<file path="config.mk">
export PLATFORM = sky130hd
export DESIGN_NAME = usage_pattern_tokenizer
export DESIGN_NICKNAME = d
export VERILOG_FILES = /design/src/rtl/core/upt_pkg.sv /design/src/rtl/core/upt_in_reg.sv /design/src/rtl/core/upt_core.sv /design/src/rtl/core/upt_res_buf.sv /design/src/rtl/core/usage_pattern_tokenizer.sv
export VERILOG_INCLUDE_DIRS = /design/src /design/src/rtl/core
export SDC_FILE = /design/constraint.sdc
export NUM_CORES = 1
export LEC_CHECK = 0
export BUFFER_PORTS_ARGS = -buffer_cell sky130_fd_sc_hd__buf_4
export CAP_MARGIN = 20
export CORE_AREA = 2 2 166 168
export DETAILED_ROUTE_END_ITERATION = 6
export DIE_AREA = 0 0 168 170
export PLACE_DENSITY = 0.78
export SETUP_SLACK_MARGIN = 0.15
export SYNTH_ARGS = -nofsm -noshare
export SYNTH_HDL_FRONTEND = slang
export SYNTH_SLANG_ARGS = --single-unit
</file>
<file path="constraint.sdc">
create_clock -name clk -period 6.2 [get_ports clk]
set_clock_uncertainty 0.2 [all_clocks]
set_input_delay 0.31 -clock clk [delete_from_list [all_inputs] [get_ports clk]]
set_output_delay 0.31 -clock clk [all_outputs]
set_load 0.005 [all_outputs]
</file>
<file path="src/rtl/core/usage_pattern_tokenizer_assert.svh">
// Assertion macros shared by the tokenizer modules.
// Each expects clk and rst_n in scope.
`ifndef USAGE_PATTERN_TOKENIZER_ASSERT_SVH
`define USAGE_PATTERN_TOKENIZER_ASSERT_SVH

// Same-cycle implication.
`define UPT_ASSERT_IMP(name, cond, prop) \
  name: assert property (@(posedge clk) disable iff (!rst_n) (cond) |-> (prop)) \
    else $error("upt: check failed");

// Next-cycle implication.
`define UPT_ASSERT_NXT(name, cond, prop) \
  name: assert property (@(posedge clk) disable iff (!rst_n) (cond) |=> (prop)) \
    else $error("upt: check failed");

`endif

</file>
<file path="src/rtl/core/upt_pkg.sv">
package upt_pkg;

  localparam int TOK_W = 16;
  localparam int MAX_TOK = 3;

  typedef enum logic [2:0] {
    KIND_WORD,
    KIND_LPAREN,
    KIND_RPAREN,
    KIND_LSQUARE,
    KIND_RSQUARE,
    KIND_BAR,
    KIND_ELLIPSIS,
    KIND_END
  } kind_t;

  typedef struct packed {
    logic [7:0] ch;
    logic       last;
  } item_t;

  typedef struct packed {
    kind_t            kind;
    logic [TOK_W-1:0] start;
    logic [TOK_W-1:0] length;
    logic             unclosed;
    logic [TOK_W-1:0] obpos;
    logic             too_long;
    logic             final_res;
  } tok_t;

  typedef struct packed {
    tok_t [MAX_TOK-1:0] tok;
    logic [1:0]         cnt;
  } tok_set_t;

endpackage

</file>
<file path="src/rtl/core/upt_in_reg.sv">
module upt_in_reg (
  input  logic          clk,
  input  logic          rst_n,
  input  logic          in_valid,
  output logic          in_ready,
  input  upt_pkg::item_t in_item,
  output logic          valid,
  input  logic          take,
  output upt_pkg::item_t item
);
  import upt_pkg::*;

  logic  valid_r, valid_nxt;
  item_t item_r, item_nxt;

  assign in_ready = !valid_r || take;

  always_comb begin
    valid_nxt = valid_r;
    item_nxt  = item_r;
    if (in_ready) begin
      valid_nxt = in_valid;
      item_nxt  = in_item;
    end
  end

  always_ff @(posedge clk) begin
    if (!rst_n) begin
      valid_r <= 1'b0;
    end else begin
      valid_r <= valid_nxt;
    end
  end

  always_ff @(posedge clk) begin
    item_r <= item_nxt;
  end

  assign valid = valid_r;
  assign item  = item_r;

endmodule

</file>
<file path="src/rtl/core/upt_core.sv">
`include "usage_pattern_tokenizer_assert.svh"

module upt_core #(
  parameter int POS_BITS = 16
) (
  input  logic              clk,
  input  logic              rst_n,
  input  logic              fire,
  input  upt_pkg::item_t    item,
  output upt_pkg::tok_set_t set
);
  import upt_pkg::*;

  localparam logic [7:0] CH_LPAREN  = 8'h28;
  localparam logic [7:0] CH_RPAREN  = 8'h29;
  localparam logic [7:0] CH_LSQUARE = 8'h5B;
  localparam logic [7:0] CH_RSQUARE = 8'h5D;
  localparam logic [7:0] CH_BAR     = 8'h7C;
  localparam logic [7:0] CH_SPACE   = 8'h20;
  localparam logic [7:0] CH_TAB     = 8'h09;
  localparam logic [7:0] CH_NL      = 8'h0A;
  localparam logic [7:0] CH_DOT     = 8'h2E;
  localparam logic [7:0] CH_LT      = 8'h3C;
  localparam logic [7:0] CH_GT      = 8'h3E;
  localparam logic [POS_BITS-1:0] POS_MAX = '1;

  logic                in_angle_r, in_angle_nxt;
  logic                word_open_r, word_open_nxt;
  logic [POS_BITS-1:0] word_begin_r, word_begin_nxt;
  logic [POS_BITS-1:0] angle_begin_r, angle_begin_nxt;
  logic [1:0]          dots_pending_r, dots_pending_nxt;
  logic [POS_BITS-1:0] first_dot_pos_r, first_dot_pos_nxt;
  logic [POS_BITS-1:0] char_pos_r, char_pos_nxt;
  logic                pos_overflow_r, pos_overflow_nxt;

  function automatic logic [TOK_W-1:0] to_out(input logic [POS_BITS-1:0] p);
    logic [31:0] w;
    w = 32'(p);
    return w[TOK_W-1:0];
  endfunction

  function automatic logic [TOK_W-1:0] word_len(input logic [POS_BITS-1:0] e,
                                                input logic [POS_BITS-1:0] b);
    logic [POS_BITS-1:0] d;
    d = (e >= b) ? e - b : '0;
    return to_out(d);
  endfunction

  tok_t [MAX_TOK-1:0]  res;
  logic [1:0]          n;
  logic                ia, wo, ov, is_punct, is_space;
  logic [1:0]          dp;
  logic [POS_BITS-1:0] wb, ab, fd, pos, cp;
  kind_t               pk;

  always_comb begin
    res      = '0;
    n        = 2'd0;
    ia       = in_angle_r;
    wo       = word_open_r;
    dp       = dots_pending_r;
    wb       = word_begin_r;
    ab       = angle_begin_r;
    fd       = first_dot_pos_r;
    pos      = char_pos_r;
    ov       = pos_overflow_r || (pos == POS_MAX);
    cp       = (pos == POS_MAX) ? POS_MAX : pos + 1'b1;
    is_punct = 1'b1;
    pk       = KIND_WORD;
    case (item.ch)
      CH_LPAREN:  pk = KIND_LPAREN;
      CH_RPAREN:  pk = KIND_RPAREN;
      CH_LSQUARE: pk = KIND_LSQUARE;
      CH_RSQUARE: pk = KIND_RSQUARE;
      CH_BAR:     pk = KIND_BAR;
      default:    is_punct = 1'b0;
    endcase
    is_space = (item.ch == CH_SPACE) || (item.ch == CH_TAB) || (item.ch == CH_NL);

    if (ia) begin
      if (item.ch == CH_GT) begin
        ia = 1'b0;
      end
    end else if (item.ch == CH_DOT) begin
      if (dp == 2'd2) begin
        if (wo) begin
          res[n].kind   = KIND_WORD;
          res[n].start  = to_out(wb);
          res[n].length = word_len(fd, wb);
          n  = n + 2'd1;
          wo = 1'b0;
        end
        res[n].kind   = KIND_ELLIPSIS;
        res[n].start  = to_out(fd);
        res[n].length = TOK_W'(3);
        n  = n + 2'd1;
        dp = 2'd0;
      end else begin
        if (dp == 2'd0) begin
          fd = pos;
        end
        dp = dp + 2'd1;
      end
    end else begin
      if (dp != 2'd0) begin
        if (!wo) begin
          wo = 1'b1;
          wb = fd;
        end
        dp = 2'd0;
      end
      if (is_punct || is_space) begin
        if (wo) begin
          res[n].kind   = KIND_WORD;
          res[n].start  = to_out(wb);
          res[n].length = word_len(pos, wb);
          n  = n + 2'd1;
          wo = 1'b0;
        end
        if (is_punct) begin
          res[n].kind   = pk;
          res[n].start  = to_out(pos);
          res[n].length = TOK_W'(1);
          n = n + 2'd1;
        end
      end else begin
        if (!wo) begin
          wo = 1'b1;
          wb = pos;
        end
        if (item.ch == CH_LT) begin
          ia = 1'b1;
          ab = pos;
        end
      end
    end

    if (item.last) begin
      if (dp != 2'd0) begin
        if (!wo) begin
          wo = 1'b1;
          wb = fd;
        end
      end
      if (wo) begin
        res[n].kind   = KIND_WORD;
        res[n].start  = to_out(wb);
        res[n].length = word_len(cp, wb);
        n = n + 2'd1;
      end
      res[n].kind      = KIND_END;
      res[n].start     = to_out(cp);
      res[n].unclosed  = ia;
      res[n].obpos     = ia ? to_out(ab) : '0;
      res[n].too_long  = ov;
      res[n].final_res = 1'b1;
      n = n + 2'd1;
      ia = 1'b0;
      wo = 1'b0;
      dp = 2'd0;
      wb = '0;
      ab = '0;
      fd = '0;
      cp = '0;
      ov = 1'b0;
    end

    in_angle_nxt      = in_angle_r;
    word_open_nxt     = word_open_r;
    word_begin_nxt    = word_begin_r;
    angle_begin_nxt   = angle_begin_r;
    dots_pending_nxt  = dots_pending_r;
    first_dot_pos_nxt = first_dot_pos_r;
    char_pos_nxt      = char_pos_r;
    pos_overflow_nxt  = pos_overflow_r;
    if (fire) begin
      in_angle_nxt      = ia;
      word_open_nxt     = wo;
      word_begin_nxt    = wb;
      angle_begin_nxt   = ab;
      dots_pending_nxt  = dp;
      first_dot_pos_nxt = fd;
      char_pos_nxt      = cp;
      pos_overflow_nxt  = ov;
    end

    set.tok = res;
    set.cnt = n;
  end

  always_ff @(posedge clk) begin
    if (!rst_n) begin
      in_angle_r      <= 1'b0;
      word_open_r     <= 1'b0;
      word_begin_r    <= '0;
      angle_begin_r   <= '0;
      dots_pending_r  <= 2'd0;
      first_dot_pos_r <= '0;
      char_pos_r      <= '0;
      pos_overflow_r  <= 1'b0;
    end else begin
      in_angle_r      <= in_angle_nxt;
      word_open_r     <= word_open_nxt;
      word_begin_r    <= word_begin_nxt;
      angle_begin_r   <= angle_begin_nxt;
      dots_pending_r  <= dots_pending_nxt;
      first_dot_pos_r <= first_dot_pos_nxt;
      char_pos_r      <= char_pos_nxt;
      pos_overflow_r  <= pos_overflow_nxt;
    end
  end

  `UPT_ASSERT_IMP(a_dots_max, 1'b1, dots_pending_r != 2'd3)
  `UPT_ASSERT_NXT(a_last_clears, fire && item.last,
                  !in_angle_r && !word_open_r && dots_pending_r == 2'd0 && char_pos_r == '0)
  `UPT_ASSERT_IMP(a_end_present, fire && item.last, set.cnt != 2'd0)

endmodule

</file>
<file path="src/rtl/core/upt_res_buf.sv">
`include "usage_pattern_tokenizer_assert.svh"

module upt_res_buf (
  input  logic              clk,
  input  logic              rst_n,
  input  logic              load,
  input  upt_pkg::tok_set_t set,
  output logic              load_ok,
  output logic              out_valid,
  input  logic              out_ready,
  output upt_pkg::tok_t     out_tok
);
  import upt_pkg::*;

  tok_t [MAX_TOK-1:0] slot_r, slot_nxt;
  logic [1:0]         cnt_r, cnt_nxt;
  logic               pop;

  assign out_valid = (cnt_r != 2'd0);
  assign pop       = out_valid && out_ready;
  assign load_ok   = (cnt_r == 2'd0) || ((cnt_r == 2'd1) && out_ready);
  assign out_tok   = slot_r[0];

  always_comb begin
    slot_nxt = slot_r;
    cnt_nxt  = cnt_r;
    if (load) begin
      slot_nxt = set.tok;
      cnt_nxt  = set.cnt;
    end else if (pop) begin
      slot_nxt[0] = slot_r[1];
      slot_nxt[1] = slot_r[2];
      cnt_nxt     = cnt_r - 2'd1;
    end
  end

  always_ff @(posedge clk) begin
    if (!rst_n) begin
      cnt_r <= 2'd0;
    end else begin
      cnt_r <= cnt_nxt;
    end
  end

  always_ff @(posedge clk) begin
    slot_r <= slot_nxt;
  end

  `UPT_ASSERT_IMP(a_load_when_free, load, cnt_r == 2'd0 || (cnt_r == 2'd1 && pop))
  `UPT_ASSERT_NXT(a_load_count, load, cnt_r == $past(set.cnt))
  `UPT_ASSERT_NXT(a_out_hold, out_valid && !out_ready, out_valid && $stable(out_tok))

endmodule

</file>
<file path="src/rtl/core/usage_pattern_tokenizer.sv">
// Usage-pattern tokenizer: takes one pattern character per item (tlast on the
// final one) and returns word, bracket, bar and ellipsis tokens with start offset
// and length, then an end marker (tlast) carrying the pattern length, an open
// angle bracket flag with its offset and an overflow flag. Items pass an input
// register and a combinational tokenizing step into a three-entry result buffer.
// One item is taken per cycle while each yields at most one token and out_tready
// is held high; an item yielding two or three tokens (a word closed by a bracket,
// bar or ellipsis, or the end marker) holds the input until the buffer is down to
// its last token, as the single output port drains the result buffer one token per
// cycle while out_tready is high.
module usage_pattern_tokenizer #(
  parameter int POS_BITS = 16
) (
  input  logic        clk,
  input  logic        rst_n,
  input  logic        in_tvalid,
  output logic        in_tready,
  input  logic [7:0]  in_tdata,   // [7:0] ch
  input  logic        in_tlast,
  output logic        out_tvalid,
  input  logic        out_tready,
  output logic [55:0] out_tdata,  // [15:0] token_start, [31:16] token_length,
                                  // [32] unclosed_bracket, [48:33] open_bracket_pos,
                                  // [49] too_long, [55:50] zero
  output logic [2:0]  out_tuser,  // [2:0] token_kind
  output logic        out_tlast
);
  import upt_pkg::*;

  item_t    in_item, item;
  logic     item_valid, load_ok, fire;
  tok_set_t set;
  tok_t     tok;

  assign in_item.ch   = in_tdata;
  assign in_item.last = in_tlast;
  assign fire         = item_valid && load_ok;

  upt_in_reg u_in_reg (
    .clk      (clk),
    .rst_n    (rst_n),
    .in_valid (in_tvalid),
    .in_ready (in_tready),
    .in_item  (in_item),
    .valid    (item_valid),
    .take     (load_ok),
    .item     (item)
  );

  upt_core #(
    .POS_BITS (POS_BITS)
  ) u_core (
    .clk   (clk),
    .rst_n (rst_n),
    .fire  (fire),
    .item  (item),
    .set   (set)
  );

  upt_res_buf u_res_buf (
    .clk       (clk),
    .rst_n     (rst_n),
    .load      (fire),
    .set       (set),
    .load_ok   (load_ok),
    .out_valid (out_tvalid),
    .out_ready (out_tready),
    .out_tok   (tok)
  );

  assign out_tdata = {6'b0, tok.too_long, tok.obpos, tok.unclosed, tok.length, tok.start};
  assign out_tuser = tok.kind;
  assign out_tlast = tok.final_res;

endmodule

</file>
==> results.sh <==
export IMPL_synthCells=1630
export IMPL_gp_congestion=1.05
export IMPL_fillerInstances=2238
export IMPL_required_ns=6.30
export IMPL_worstReg2RegStart="u_in_reg.item[1]"
export IMPL_hold_buffers=11
export IMPL_multi_input_area_sq_mm=0.00772
export IMPL_path_max_fanout=17
export IMPL_critPathKind="reg -> reg"
export IMPL_fin_tns_setup_ns=0
export IMPL_route_detailed_drc=0
export IMPL_maxCapViolCount=0
export IMPL_num_rows=60
export IMPL_cts_buffers=26
export IMPL_synth_ff_type="edfxtp_1"
export IMPL_yosys_warnings=0
export IMPL_worstReg2RegEnd="u_res_buf.out_tok[29]"
export IMPL_cts_buffer_depth=3
export IMPL_synth_edf_count=168
export IMPL_holdPathStages=3
export IMPL_rr_worst_depth=17
export IMPL_die_h_um=170
export IMPL_peakVddDrop_mv=0.213
export IMPL_finalSetupViolations=0
export IMPL_critPathLaunchType="register"
export IMPL_finalHoldViolCount=0
export IMPL_max_freq_mhz=184
export IMPL_dr_wl_met3_um=5110
export IMPL_min_delay_start="rst_n"
export IMPL_rsz0062_at_grt="no"
export IMPL_final_common_cell="nand2_1"
export IMPL_cts_tree="done"
export IMPL_syn_area_sq_mm=0.0153
export IMPL_status="completed"
export IMPL_wl_per_cell_um=25.7
export IMPL_synth_seq_cells=240
export IMPL_arrival_ns=5.54
export IMPL_htree_levels=1
export IMPL_die_area_sq_mm=0.0286
export IMPL_ant_nets=0
export IMPL_hpwl_um=36600
export IMPL_async_reset_ff_share_pct=0
export IMPL_area_growth_pct=9.31
export IMPL_wl_met2_um=21900
export IMPL_routedLengthMet1_um=21200
export IMPL_hold_path_class="in -> reg"
export IMPL_grt_max_degree=73
export IMPL_avgViaCountPerCell=6.60
export IMPL_relSlewSlack_pct=27.9
export IMPL_worst_pin_slew_ns=1.08
export IMPL_vias=13100
export IMPL_start_util_pct=57.2
export IMPL_clk_insertion_delay_late_ns=0.54
export IMPL_layout_min_cycle_time_ns=5.45
export IMPL_post_cts_resized=0
export IMPL_chipWidth_um=168
export IMPL_fin_nets=1704
export IMPL_ios=75
export IMPL_fin_util_pct=62.6
export IMPL_drt_pass1_iter_count=5
export IMPL_end_kind="register"
export IMPL_ys_types=88
export IMPL_clk_pin_slew_ns=0.06
export IMPL_gr_total_overflow=0
export IMPL_drt_iter0_drc=1847
export IMPL_core_sq_mm=0.0267
export IMPL_syn_area_per_cell_sq_um=9.36
export IMPL_reg2reg_slack_ns=0.75
export IMPL_layout_cells_most_common_list="185 x nand2_1, 168 x edfxtp_1, 121 x nor2_1"
export IMPL_cts_root_buf="clkbuf_16"
export IMPL_ys_seq_area_share_pct=42.5
export IMPL_top_layer="met5"
export IMPL_gr_usage_all_layers_pct=35.2
export IMPL_p_leak_nw=6.20
export IMPL_area_sequential_sq_mm=0.00649
export IMPL_drive_gt1_share_pct=12.6
export IMPL_cts_sinks=240
export IMPL_p_per_area_mw_per_mm2=279
export IMPL_wirelength_um=51100
export IMPL_slew_viol_final=0
export IMPL_grt_pass1_vias=12200
export IMPL_io_buffers=68
export IMPL_post_cts_buffers=0
export IMPL_grt_pass1_wl_um=76000
export IMPL_hold_end="u_core.pos_overflow_r"
export IMPL_antenna_found_initial=4
export IMPL_timing_final_crit_share_pct=87.8
[per-stage QoR]
stage / cell area (sq um) / setup WS, ns / hold slack, ns / total power [mW] / instances
after detailed placement: 15700 / 0.844 / 0.257 / 3.14 / 1930
after CTS: 16700 / 0.832 / 0.0961 / 4.63 / 1989
final: 16700 / 0.755 / 0.112 / 4.64 / 1992
after floorplan: 15300 / 1.40 / 0.209 / 2.83 / 1635
after global routing: 16700 / 0.497 / 0.142 / 4.81 / 1991
after global placement: 15700 / 0.919 / 0.252 / 3.12 / 1929
[sequential cells by signal, summed over array words and instances (netlist names), 9 cells and up]
signal / cells
u_core.word_begin_r: 16
u_res_buf.out_tok: 54
u_in_reg.item: 9
u_core.first_dot_pos_r: 16
u_res_buf.slot_r: 105
u_core.angle_begin_r: 16
u_core.char_pos_r: 16
[critical path, cell delays in order (launching register included)]
cell	delay, ns
edfxtp_1	0.48
nand2b_4	0.21
or4_4	0.63
nor4_4	0.41
buf_4	0.37
mux2i_1	0.22
mux2i_1	0.09
a21oi_1	0.44
ha_1	0.40
a21o_1	0.21
a21o_1	0.19
a211oi_1	0.21
o31ai_1	0.14
a31o_2	0.40
nand2_1	0.21
o21ai_0	0.11
a21oi_1	0.17
a21oi_1	0.09
[logic make-up (layout without fill, tap and decap cells)]
family / after synthesis / in the layout / synth area share, %
compound gates: 497 / 497 / 21.8
xor+xnor: 44 / 44 / 2.53
fa+ha+maj: 61 / 61 / 5.15
buf+inv: 215 / 230 / 7.19
flops: 240 / 240 / 42.5
mux: 79 / 79 / 5.21
other cells: 1 / 7 / 0.0246
simple gates: 493 / 493 / 15.6
[per-layer routing]
layer,global-route usage [%],vias to the layer above
met1,48.8,6285
li1,-,5918
met4,18.9,4
met3,7.05,165
met2,52.2,766
met5,0,-
[cells in the mapped netlist (all sizes together) (51+ instances only)]
master / n / area share (%)
a22oi: 57 / 2.8
clkbuf: 77 / 1.9
dfxtp: 72 / 9.5
a21oi: 100 / 3.4
nor2: 126 / 3.2
edfxtp: 168 / 33
nand2: 187 / 4.6
mux2i: 76 / 5.0
o21ai: 146 / 4.8
nor2b: 68 / 2.8
inv: 51 / 1.3
buf: 86 / 4.0
ha: 58 / 4.8
[power by group]
part	internal (mW)	switching (mW)	total (mW)
Clock	0.851	0.646	1.50
Sequential	1.97	0.0687	2.04
Combinational	0.402	0.701	1.10
[final cells by class]
class	instances	share of cell area, %
Antenna cell	1	0.0150
Clock buffer	40	4.59
Clock inverter	8	0.300
Inverter	52	1.19
Multi-Input combinational cell	1180	46.3
Sequential cell	240	38.9
Tap cell	341	2.56
Timing Repair Buffer	130	6.12
[worst max path at each step]
stage,start,endpoint,slack (ns),cells past startpoint
2_1_floorplan,u_in_reg.item[1],u_res_buf.out_tok[26],1.40,22
3_3_place_gp,u_in_reg.item[1],u_res_buf.out_tok[29],0.92,17
3_5_place_dp,u_in_reg.item[1],u_res_buf.out_tok[29],0.84,17
4_1_cts,u_in_reg.item[1],u_res_buf.out_tok[29],0.83,17
5_1_grt,u_in_reg.item[1],u_res_buf.out_tok[34],0.50,17
6_report,u_in_reg.item[1],u_res_buf.out_tok[29],0.75,17
(Power assumes the default switching activity.)
